$ cat config.mk
export PLATFORM = sky130hd
export DESIGN_NAME = s256_ctrl
export DESIGN_NICKNAME = d
export VERILOG_FILES = /design/src/rtl/s256_pkg.sv /design/src/rtl/s256_ctrl.sv
export SDC_FILE = /design/constraint.sdc
export NUM_CORES = 1
export LEC_CHECK = 0
export BUFFER_PORTS_ARGS = -buffer_cell sky130_fd_sc_hd__buf_2
export CAP_MARGIN = 20
export CORE_MARGIN = 2
export CORE_UTILIZATION = 48
export CTS_CLUSTER_SIZE = 40
export DETAILED_ROUTE_END_ITERATION = 8
export PLACE_DENSITY = 0.77
export SYNTH_ARGS = -nofsm -noshare
export SYNTH_HDL_FRONTEND = slang
export SYNTH_SLANG_ARGS = --single-unit
$ cat constraint.sdc
create_clock -name clk -period 1.9 [get_ports clk]
set_input_delay 0.285 -clock clk [delete_from_list [all_inputs] [get_ports clk]]
set_output_delay 0.285 -clock clk [all_outputs]
set_load 0.01 [all_outputs]
$ cat src/rtl/s256_pkg.sv
package s256_pkg;

    localparam int unsigned LANES = 4;
    localparam int unsigned BLOCK_WORDS = 16;
    localparam int unsigned ROUNDS = 64;
    localparam int unsigned DIGEST_WORDS = 8;

    localparam logic [31:0] PAD_MARK = 32'h8000_0000;

    localparam logic [31:0] ROUND_K [ROUNDS] = '{
        32'h428a2f98, 32'h71374491, 32'hb5c0fbcf, 32'he9b5dba5,
        32'h3956c25b, 32'h59f111f1, 32'h923f82a4, 32'hab1c5ed5,
        32'hd807aa98, 32'h12835b01, 32'h243185be, 32'h550c7dc3,
        32'h72be5d74, 32'h80deb1fe, 32'h9bdc06a7, 32'hc19bf174,
        32'he49b69c1, 32'hefbe4786, 32'h0fc19dc6, 32'h240ca1cc,
        32'h2de92c6f, 32'h4a7484aa, 32'h5cb0a9dc, 32'h76f988da,
        32'h983e5152, 32'ha831c66d, 32'hb00327c8, 32'hbf597fc7,
        32'hc6e00bf3, 32'hd5a79147, 32'h06ca6351, 32'h14292967,
        32'h27b70a85, 32'h2e1b2138, 32'h4d2c6dfc, 32'h53380d13,
        32'h650a7354, 32'h766a0abb, 32'h81c2c92e, 32'h92722c85,
        32'ha2bfe8a1, 32'ha81a664b, 32'hc24b8b70, 32'hc76c51a3,
        32'hd192e819, 32'hd6990624, 32'hf40e3585, 32'h106aa070,
        32'h19a4c116, 32'h1e376c08, 32'h2748774c, 32'h34b0bcb5,
        32'h391c0cb3, 32'h4ed8aa4a, 32'h5b9cca4f, 32'h682e6ff3,
        32'h748f82ee, 32'h78a5636f, 32'h84c87814, 32'h8cc70208,
        32'h90befffa, 32'ha4506ceb, 32'hbef9a3f7, 32'hc67178f2
    };

    localparam logic [31:0] INIT_H [DIGEST_WORDS] = '{
        32'h6a09e667, 32'hbb67ae85, 32'h3c6ef372, 32'ha54ff53a,
        32'h510e527f, 32'h9b05688c, 32'h1f83d9ab, 32'h5be0cd19
    };

    typedef logic [31:0] word_t;

    // Controller to datapath
    typedef struct packed {
        logic       push;       // shift one word into every lane's schedule
        logic       use_input;  // word = (lane word & keep) | fill, else fill
        word_t      keep;
        word_t      fill;
        logic       init;       // working variables <= chain value
        logic       round;      // one compression round
        logic [5:0] rnd;
        logic       fold;       // chain value += working variables
        logic       rearm;      // chain value <= initial values
        logic [2:0] out_sel;
    } s256_cmd_t;

    function automatic word_t rotr(input word_t x, input int unsigned n);
        rotr = (x >> n) | (x << (32 - n));
    endfunction

endpackage

$ cat src/rtl/s256_ctrl.sv
module s256_ctrl (
    input  logic              clk,
    input  logic              rst_n,
    input  logic              in_valid,
    input  logic [2:0]        valid_bytes,
    input  logic              message_end,
    output logic              in_ready,
    output logic              out_valid,
    input  logic              out_ready,
    output logic [2:0]        word_number,
    output logic              digest_done,
    output s256_pkg::s256_cmd_t cmd
);
    import s256_pkg::*;

    typedef enum logic [2:0] {
        ST_IDLE,
        ST_PAD,
        ST_ROUND,
        ST_FOLD,
        ST_OUT
    } state_t;

    typedef enum logic [1:0] {
        PH_MARK,
        PH_ZERO,
        PH_LEN_LO,
        PH_DONE
    } phase_t;

    state_t      state_reg;
    phase_t      phase_reg;
    logic [3:0]  count_reg;
    logic [30:0] total_reg;
    logic [5:0]  rnd_reg;
    logic        finishing_reg;
    logic [2:0]  out_idx_reg;

    logic        in_fire;
    logic        block_full;
    logic [2:0]  nv;
    logic [3:0]  count_next;
    word_t       len_hi;
    word_t       len_lo;

    assign in_ready    = (state_reg == ST_IDLE);
    assign out_valid   = (state_reg == ST_OUT);
    assign word_number = out_idx_reg;
    assign digest_done = (out_idx_reg == 3'd7);

    assign in_fire    = in_ready && in_valid;
    assign block_full = (count_reg == 4'd15);
    assign count_next = block_full ? 4'd0 : count_reg + 4'd1;
    // counts of five to seven act as four
    assign nv         = valid_bytes[2] ? 3'd4 : {1'b0, valid_bytes[1:0]};
    assign len_hi     = {30'd0, total_reg[30:29]};
    assign len_lo     = {total_reg[28:0], 3'd0};

    always_comb
    begin
        cmd           = '0;
        cmd.rnd       = rnd_reg;
        cmd.out_sel   = out_idx_reg;
        unique case (state_reg)
            ST_IDLE:
            begin
                cmd.push      = in_fire;
                cmd.use_input = 1'b1;
                cmd.keep      = 32'hffff_ffff;
                cmd.fill      = 32'd0;
                if (message_end && !valid_bytes[2])
                begin
                    unique case (valid_bytes[1:0])
                        2'd0:
                        begin
                            cmd.keep = 32'h0000_0000;
                            cmd.fill = 32'h8000_0000;
                        end
                        2'd1:
                        begin
                            cmd.keep = 32'hff00_0000;
                            cmd.fill = 32'h0080_0000;
                        end
                        2'd2:
                        begin
                            cmd.keep = 32'hffff_0000;
                            cmd.fill = 32'h0000_8000;
                        end
                        default:
                        begin
                            cmd.keep = 32'hffff_ff00;
                            cmd.fill = 32'h0000_0080;
                        end
                    endcase
                end
                cmd.init = in_fire && block_full;
            end
            ST_PAD:
            begin
                cmd.push = 1'b1;
                unique case (phase_reg)
                    PH_MARK:   cmd.fill = PAD_MARK;
                    PH_ZERO:   cmd.fill = (count_reg == 4'd14) ? len_hi : 32'd0;
                    PH_LEN_LO: cmd.fill = len_lo;
                    default:   cmd.fill = 32'd0;
                endcase
                cmd.init = block_full;
            end
            ST_ROUND: cmd.round = 1'b1;
            ST_FOLD:  cmd.fold  = 1'b1;
            ST_OUT:   cmd.rearm = out_ready && (out_idx_reg == 3'd7);
            default:  cmd.push  = 1'b0;
        endcase
    end

    always_ff @(posedge clk or negedge rst_n)
    begin
        if (!rst_n)
        begin
            state_reg     <= ST_IDLE;
            phase_reg     <= PH_DONE;
            count_reg     <= 4'd0;
            total_reg     <= 31'd0;
            rnd_reg       <= 6'd0;
            finishing_reg <= 1'b0;
            out_idx_reg   <= 3'd0;
        end
        else
        begin
            unique case (state_reg)
                ST_IDLE:
                begin
                    if (in_fire)
                    begin
                        count_reg <= count_next;
                        total_reg <= total_reg + (message_end ? 31'(nv) : 31'd4);
                        if (message_end)
                        begin
                            finishing_reg <= 1'b1;
                            phase_reg     <= valid_bytes[2] ? PH_MARK : PH_ZERO;
                        end
                        rnd_reg <= 6'd0;
                        if (block_full)
                            state_reg <= ST_ROUND;
                        else if (message_end)
                            state_reg <= ST_PAD;
                    end
                end
                ST_PAD:
                begin
                    count_reg <= count_next;
                    unique case (phase_reg)
                        PH_MARK:   phase_reg <= PH_ZERO;
                        PH_ZERO:
                        begin
                            if (count_reg == 4'd14)
                                phase_reg <= PH_LEN_LO;
                        end
                        PH_LEN_LO: phase_reg <= PH_DONE;
                        default:   phase_reg <= PH_DONE;
                    endcase
                    rnd_reg <= 6'd0;
                    if (block_full)
                        state_reg <= ST_ROUND;
                end
                ST_ROUND:
                begin
                    rnd_reg <= rnd_reg + 6'd1;
                    if (rnd_reg == 6'd63)
                        state_reg <= ST_FOLD;
                end
                ST_FOLD:
                begin
                    out_idx_reg <= 3'd0;
                    if (!finishing_reg)
                        state_reg <= ST_IDLE;
                    else if (phase_reg == PH_DONE)
                        state_reg <= ST_OUT;
                    else
                        state_reg <= ST_PAD;
                end
                ST_OUT:
                begin
                    if (out_ready)
                    begin
                        out_idx_reg <= out_idx_reg + 3'd1;
                        if (out_idx_reg == 3'd7)
                        begin
                            state_reg     <= ST_IDLE;
                            count_reg     <= 4'd0;
                            total_reg     <= 31'd0;
                            finishing_reg <= 1'b0;
                        end
                    end
                end
                default: state_reg <= ST_IDLE;
            endcase
        end
    end

endmodule

==> results.rst, run 1 <==
.. list-table::
   :header-rows: 1

   * - Metric
     - Value
   * - Result of the run
     - finished, violations left
   * - Violated checks
     - setup timing
   * - Cells along the critical path
     - or3b_4, nor3b_4, buf_6, buf_6, and2_4, buf_6
   * - Clock sink count
     - 50
   * - Combinational group share of total power
     - 0.620
   * - Vias in the first global route
     - 3515
   * - Worst VDD drop
     - 0.718 mV
   * - Mean routed wirelength per cell
     - 21.5 µm
   * - Antenna diode count
     - 0
   * - Setup Skew
     - 0.0156 ns
   * - Leakage power total
     - 2.80 nW
   * - Crit path top cell by count
     - sky130_fd_sc_hd__buf_6
   * - Share of the core filled with cells in the final layout
     - 0.833
   * - Total buffers and inverters traversed by the critical path
     - 3
   * - Number of pins with negative max-slew slack in the final report
     - 0
   * - Number of buffers on the longest clock path
     - 2
   * - DRC marker count from the first detailed-route iteration
     - 267
   * - Largest register FFs
     - 31
   * - RD Place Congestion
     - 0.845
   * - Class of the tightest hold or removal check
     - in -> reg
   * - Initial antenna violation count
     - 0
   * - Core area
     - 0.00714 mm²
   * - RSZ-0062 raised after global routing
     - true
   * - Worst-Skew Late Latency
     - 0.30 ns
   * - Startpoint types
     - flop
   * - Post-Syn Area
     - 0.00348 mm²
   * - Crit path required time
     - 1.62 ns
   * - Post-synth top area cell
     - sky130_fd_sc_hd__dfrtp_1
   * - Post-route antenna net violation count
     - 0
   * - Clk network pwr share
     - 0.135
   * - Global-route total usage across every layer
     - 0.277
   * - Distinct cells, synth
     - 53
   * - Level count of the clock H-tree
     - 2
   * - # IOs
     - 93
   * - Effective utilization at floorplan
     - 0.488
   * - Power Density
     - 984 mW/mm²
   * - Number of enable-type register cells in the synthesized netlist
     - 0
   * - Num CTS Buffers
     - 5
   * - Via count normalized by instance count
     - 6.13
   * - Die area
     - 0.00795 mm²
   * - Number of warnings issued by yosys
     - 0
   * - Switching power share of the total
     - 0.400
   * - Seq pwr share
     - 0.245
   * - Cell-internal power
     - 3.51 mW
   * - Synth area leaders
     - sky130_fd_sc_hd__dfrtp_1 (35%), sky130_fd_sc_hd__buf_4 (7.3%), sky130_fd_sc_hd__and2_1 (5.6%), sky130_fd_sc_hd__nand2_1 (4.0%), sky130_fd_sc_hd__a21oi_1 (3.5%)
   * - TritonCTS clock tree
     - done
   * - Top-count cell post-synth
     - sky130_fd_sc_hd__dfrtp_1
   * - Max Fanout on Critical Path
     - 6
   * - Total length of routed wires
     - 14.1 mm
   * - Number of I/O port buffers
     - 91
   * - Worst setup path class
     - reg -> out
   * - Final Hold Viols
     - 0
   * - Setup slack after layout
     - -0.319 ns
   * - Flop and latch count out of synthesis
     - 50
   * - Ratio of cells with drive above 1 in the final layout
     - 0.613
   * - Cell chosen for the clock root
     - sky130_fd_sc_hd__clkbuf_8
   * - Global route overflow
     - 0
   * - Total number of vias
     - 4026
   * - Most instantiated cells after synthesis
     - sky130_fd_sc_hd__dfrtp_1 (48), sky130_fd_sc_hd__nand2_1 (37), sky130_fd_sc_hd__buf_4 (34)
   * - Number of placement rows
     - 31
   * - Fraction of synthesized cell area taken by the top area cell type
     - 0.345
   * - Count of maximum capacitance violations
     - 0
   * - Setup violations, final
     - 92
   * - Die Span Y
     - 89.1 µm
   * - Relative area change from synthesis to final layout
     - 70.9%
   * - Family of cells with the greatest summed delay on the critical path
     - simple AND/OR/NAND/NOR gates
   * - Data arrival time of the critical path
     - 1.93 ns
   * - Top_reg_cell synth
     - sky130_fd_sc_hd__dfrtp_1
   * - Width of the chip
     - 89.1 µm
   * - Count of TritonRoute iterations in the first routing pass
     - 4
   * - Element type at the critical path end
     - output pin
   * - Number of instances in the synthesized netlist
     - 402
   * - Post-detail-place hpwl
     - 6.93 mm
   * - Wire length of the first global-routing pass
     - 17.2 mm
   * - Delay of the slowest cell on the worst path
     - 0.44 ns
   * - Number of DRC violations after detailed routing
     - 0
   * - Max Freq
     - 451 MHz
   * - Share of synthesized area occupied by flip-flops and latches
     - 0.360
   * - Net load switching power
     - 2.34 mW
   * - Post-synthesis area per instance
     - 8.66 µm²
   * - Final-stage net count
     - 574
   * - Final clock period utilization by the worst path
     - 1.17
   * - Worst slack after detailed placement
     - -0.572 ns
   * - Setup Total Neg Slack
     - -19.58 ns
   * - Critical-path top delay cell
     - sky130_fd_sc_hd__or3b_4
   * - Clock Pin Slew Worst Setup and Hold Paths
     - 0.09 ns
   * - Largest net degree at the start of global routing
     - 29
   * - Worst hold slack
     - 0.310 ns
   * - Mapped Nets
     - 419
   * - Fraction of registers with async set/reset
     - 1.00
   * - Minimum clock period after layout
     - 2.22 ns
logic make-up after synthesis:
| logic type | after synthesis | share of synthesized area |
|---|---|---|
| AND/OR/NAND/NOR | 182 | 0.301 |
| flip-flops | 50 | 0.360 |
| AO/OA/AOI/OAI | 70 | 0.132 |
| multiplexers | 13 | 0.0385 |
| XOR/XNOR | 4 | 0.0101 |
| buffers and inverters | 73 | 0.122 |
| adder cells (fa/ha/maj) | 9 | 0.0345 |
| other | 1 | 0.00108 |
power by group through the flow:
stage | combinational [mW] | sequential (mW) | clock (mW)
finish | 3.62 | 1.43 | 0.792
floorplan | 1.52 | 1.38 | 0
CTS | 2.91 | 1.38 | 0.794
global route | 3.85 | 1.44 | 0.833
global placement | 2.00 | 1.39 | 0
detailed placement | 2.05 | 1.40 | 0
final timing paths:
check / startpoint / end / slack [ns] / cells after the start
max reg2reg: total_reg[1] / total_reg[22] / -0.24 / 7
max in group asynchronous: rst_n / phase_reg[0] / 0.84 / 3
max: state_reg[1] / cmd[19] / -0.32 / 6
min reg2reg: finishing_reg / finishing_reg / 0.53 / 1
min: out_ready / word_number[2] / 0.31 / 3
min in group asynchronous: rst_n / total_reg[8] / 0.46 / 2
what timing repair did:
| item | CTS | global route |
|---|---|---|
| gates cloned | 4 | 1 |
| setup buffers | 23 | 25 |
| pin swaps | 39 | 41 |
| resized for setup | 114 | 143 |
| hold endpoints to repair | 15 | 0 |
| setup endpoints to repair | 99 | 106 |
| hold buffers | 1 | 0 |
metrics by stage:
step / cell area (µm²) / cells / power [mW]
finish: 5950 / 657 / 5.85
detailed placement: 4290 / 597 / 3.45
floorplan: 3630 / 402 / 2.90
CTS: 5130 / 633 / 5.08
global route: 5950 / 657 / 6.12
global placement: 4290 / 597 / 3.39
worst min-delay path, stage by stage:
cell and delay (ns):
sky130_fd_sc_hd__buf_2 0.13, sky130_fd_sc_hd__nand3_1 0.10, sky130_fd_sc_hd__nand2_1 0.05
per-layer routing:
| metal | share of wire | global-route usage |
|---|---|---|
| met5 | 0 | 0 |
| met3 | 0.087 | 0.0452 |
| met4 | 0.052 | 0.103 |
| met1 | 0.37 | 0.342 |
| met2 | 0.50 | 0.487 |
cells in the final DEF, fill, tap and decap left out, drive strengths merged, types with 4 or more instances in the layout:
cell / Yosys / routed
buf: 47 / 199
dfrtp: 48 / 48
nand2: 37 / 37
and2: 31 / 32
a21oi: 24 / 24
nor2: 20 / 20
inv: 19 / 19
nand3: 18 / 18
o21ai: 15 / 16
o31ai: 13 / 13
nand4: 10 / 10
mux2i: 10 / 10
nor4: 10 / 10
or4: 10 / 10
or3: 10 / 10
nand2b: 9 / 9
ha: 8 / 8
and3: 7 / 7
clkbuf: 7 / 7
xor2: 4 / 4
nor2b: 4 / 4
nor3: 4 / 4
and4: 4 / 4
final cells by class:
type	instances	area, µm²
sequential	50	1250
clock inverter	1	30.0
multi-input combinational	281	2520
inverter	19	88.8
tap	99	124
clock buffer	7	86.3
fill	379	1190
timing repair buffer	200	1840
Power figures use the tool's default switching activity.
==> inputs of run 2 (changes only) <==
Settings changed: CORE_UTILIZATION 48 to 58, PLACE_DENSITY 0.77 to 0.86.
Clock period 1.9 ns to 2.8 ns, I/O delays scaled along.
==> run 2 against run 1 <==
  * The flow now finishes without violations
  * Via count down 20%
  * Non-clock buffer count decreased by 88
  * Die area is 16% lower
  * Final area down 34%
  * Critical path depth is 1 lower
  * Clock power fell by 45%
  * First-iteration DRC count decreased by 21%
  * Core utilization down 16 points
  * Wire length is 42% lower
  * Worst setup slack improved by 0.49 ns
  * Register-to-register slack improved by 0.74 ns
  * Worst hold slack worse by 0.20 ns
  * Critical path type unchanged
  * Largest power group unchanged
  * Highest routed layer unchanged
==> results.rst, run 2 (same netlist as run 1, synthesis figures left out) <==
.. list-table::
   :header-rows: 1

   * - Metric
     - Value
   * - Minimum clock period after layout
     - 2.63 ns
   * - Leakage power total
     - 1.99 nW (-29%)
   * - RSZ-0062 raised after global routing
     - false
   * - Width of the chip
     - 81.5 µm (-8.6%)
   * - Worst slack after detailed placement
     - -0.0933 ns (+0.478 ns)
   * - Global route overflow
     - 0 (unchanged)
   * - Final clock period utilization by the worst path
     - 0.938
   * - Post-route antenna net violation count
     - 0 (unchanged)
   * - Vias in the first global route
     - 2887 (-18%)
   * - Worst hold slack
     - 0.113 ns (-0.197 ns)
   * - Class of the tightest hold or removal check
     - in -> async
   * - Total number of vias
     - 3204 (-20%)
   * - Setup violations, final
     - 0 (-100%)
   * - Number of placement rows
     - 28 (-9.7%)
   * - Mean routed wirelength per cell
     - 15.1 µm (-29%)
   * - Area post-placement
     - 0.00382 mm² (-11%)
   * - Num CTS Buffers
     - 5 (unchanged)
   * - Post-detail-place hpwl
     - 6.10 mm (-12%)
   * - Reg-to-Reg Start
     - total_reg[0]
   * - Headroom to the max-slew limit
     - 0.483
   * - Worst VDD drop
     - 0.348 mV (-52%)
   * - Critical-path top delay cell
     - sky130_fd_sc_hd__or3b_1
   * - Cell chosen for the clock root
     - sky130_fd_sc_hd__clkbuf_8
   * - Worst-Skew Late Latency
     - 0.32 ns (+0.02 ns)
   * - Most frequent standard cell in the layout excluding fill and tap cells
     - sky130_fd_sc_hd__buf_2
   * - Initial antenna violation count
     - 0 (unchanged)
   * - Level count of the clock H-tree
     - 2 (unchanged)
   * - Largest register FFs
     - 31 (unchanged)
   * - FF-to-FF End
     - total_reg[14]
   * - Count of TritonRoute iterations in the first routing pass
     - 4 (unchanged)
   * - Leading cell types in the layout, fill and taps excluded
     - sky130_fd_sc_hd__buf_2 (91), sky130_fd_sc_hd__dfrtp_1 (48), sky130_fd_sc_hd__nand2_1 (37), sky130_fd_sc_hd__and2_1 (31), sky130_fd_sc_hd__a21oi_1 (24)
   * - Delay of the slowest cell on the worst path
     - 0.54 ns (+0.10 ns)
   * - Data arrival time of the critical path
     - 2.21 ns (+0.28 ns)
   * - Final Hold Viols
     - 0 (unchanged)
   * - Die Span Y
     - 81.5 µm (-8.6%)
   * - Antenna diode count
     - 0 (unchanged)
   * - Max Freq
     - 381 MHz
   * - Wire length of the first global-routing pass
     - 13.4 mm (-23%)
   * - Number of I/O port buffers
     - 91 (unchanged)
   * - Clock sink count
     - 50 (unchanged)
   * - Die area
     - 0.00663 mm² (-16%)
   * - RD Place Congestion
     - 0.950 (+12%)
   * - R2r setup slk
     - 0.50 ns (+0.74 ns)
   * - Post-cts hold buffer count
     - 0 (-1)
   * - Power Density
     - 641 mW/mm² (-35%)
   * - Setup slack after layout
     - 0.175 ns (+0.494 ns)
   * - Global-route total usage across every layer
     - 0.258 (-0.0188)
   * - Number of inserted filler cells in the final layout
     - 495 (+31%)
   * - Startpoint types
     - flop
   * - Element type at the critical path end
     - output pin
   * - Number of buffers on the longest clock path
     - 2 (unchanged)
   * - Number of pins with negative max-slew slack in the final report
     - 0 (unchanged)
   * - DRC marker count from the first detailed-route iteration
     - 210 (-21%)
   * - Cell count after placement
     - 534 (-11%)
   * - Family of cells with the greatest summed delay on the critical path
     - simple AND/OR/NAND/NOR gates
   * - TritonCTS clock tree
     - done
   * - Setup Skew
     - 0.0140 ns (-0.00164 ns)
   * - Total buffers and inverters traversed by the critical path
     - 2 (-1)
   * - Max Fanout on Critical Path
     - 16 (+10)
   * - Largest net degree at the start of global routing
     - 27 (-6.9%)
   * - Total length of routed wires
     - 8.22 mm (-42%)
   * - Result of the run
     - complete, no violations
   * - Crit path required time
     - 2.38 ns (+0.76 ns)
   * - Effective utilization at floorplan
     - 0.595 (+0.107)
   * - Post-route insts no fill
     - 543 (-17%)
   * - Relative area change from synthesis to final layout
     - 12.9%
   * - Cells along the critical path
     - or3b_1, nor3b_4, buf_4, and2_1, buf_2
   * - Ratio of cells with drive above 1 in the final layout
     - 0.291 (-0.322)
   * - Final-stage net count
     - 484 (-16%)
   * - Tightest Pin Transition
     - 0.770 ns
   * - Worst setup path class
     - reg -> out
   * - Clock Pin Slew Worst Setup and Hold Paths
     - 0.10 ns (about the same)
   * - Final cell area excluding filler cells
     - 0.00393 mm² (-34%)
   * - # IOs
     - 93 (unchanged)
   * - Count of maximum capacitance violations
     - 0 (unchanged)
   * - Core area
     - 0.00585 mm² (-18%)
   * - Cell count of the worst reg-to-reg path
     - 8 (+1)
   * - Number of DRC violations after detailed routing
     - 0 (unchanged)
   * - Via count normalized by instance count
     - 5.90 (-3.7%)
[run 2: cell count changes in the layout (fill, tap and decap cells not counted), moves of 17 or more]
cell                      delta
sky130_fd_sc_hd__and2_4     -29
sky130_fd_sc_hd__buf_6     -100
sky130_fd_sc_hd__a21oi_2    -17
sky130_fd_sc_hd__and2_1     +28
sky130_fd_sc_hd__buf_2      +65
sky130_fd_sc_hd__a21oi_1    +20
sky130_fd_sc_hd__buf_4      -49
[run 2: worst max-delay path by stage]
stage / slack, ns / end / depth (start not counted) / startpoint
2_1_floorplan: 0.22 / total_reg[24] / 11 / message_end
3_3_place_gp: 0.08 / total_reg[30] / 12 / valid_bytes[2]
3_5_place_dp: -0.09 / total_reg[8] / 12 / valid_bytes[2]
4_1_cts: 0.001 / cmd[19] / 5 / state_reg[1]
5_1_grt: 0.07 / total_reg[14] / 12 / valid_bytes[2]
6_report: 0.17 / cmd[19] / 5 / state_reg[1]
[run 2: per-stage QoR]
step / total power [mW] / TNS (ns) / util
after floorplan: 1.92 / 0 / -
after global placement: 2.03 / 0 / 0.654
after detailed placement: 2.08 / -0.727 / 0.654
after CTS: 2.51 / 0 / 0.669
after global routing: 2.71 / 0 / 0.672
final: 2.52 / 0 / 0.672
[run 2: power by group]
part	leakage (nW)	internal [mW]	switching, mW
Sequential	0.663	0.833	0.145
Clock	0.0458	0.182	0.253
Combinational	1.28	0.430	0.675
Total	1.99	1.44	1.07
[run 2: repair_timing]
item | in CTS | in global routing
setup endpoints to repair | 0 | 23
setup buffers | 0 | 1
gates resized for setup | 0 | 1
[run 2: routing by layer]
layer / wire, µm / share of wire / track usage
met1: 3500 / 0.43 / 0.336
met2: 4040 / 0.49 / 0.440
met3: 562 / 0.068 / 0.0374
met4: 111 / 0.014 / 0.0915
met5: 0 / 0 / 0
[run 2: area by class of cell]
class	instances	area (µm²)	area share
sequential	50	1250	0.319
clock buffer	6	72.6	0.0185
tap	75	93.8	0.0239
inverter	19	71.3	0.0182
timing repair buffer	112	613	0.156
multi-input combinational	279	1810	0.460
clock inverter	2	17.5	0.00446
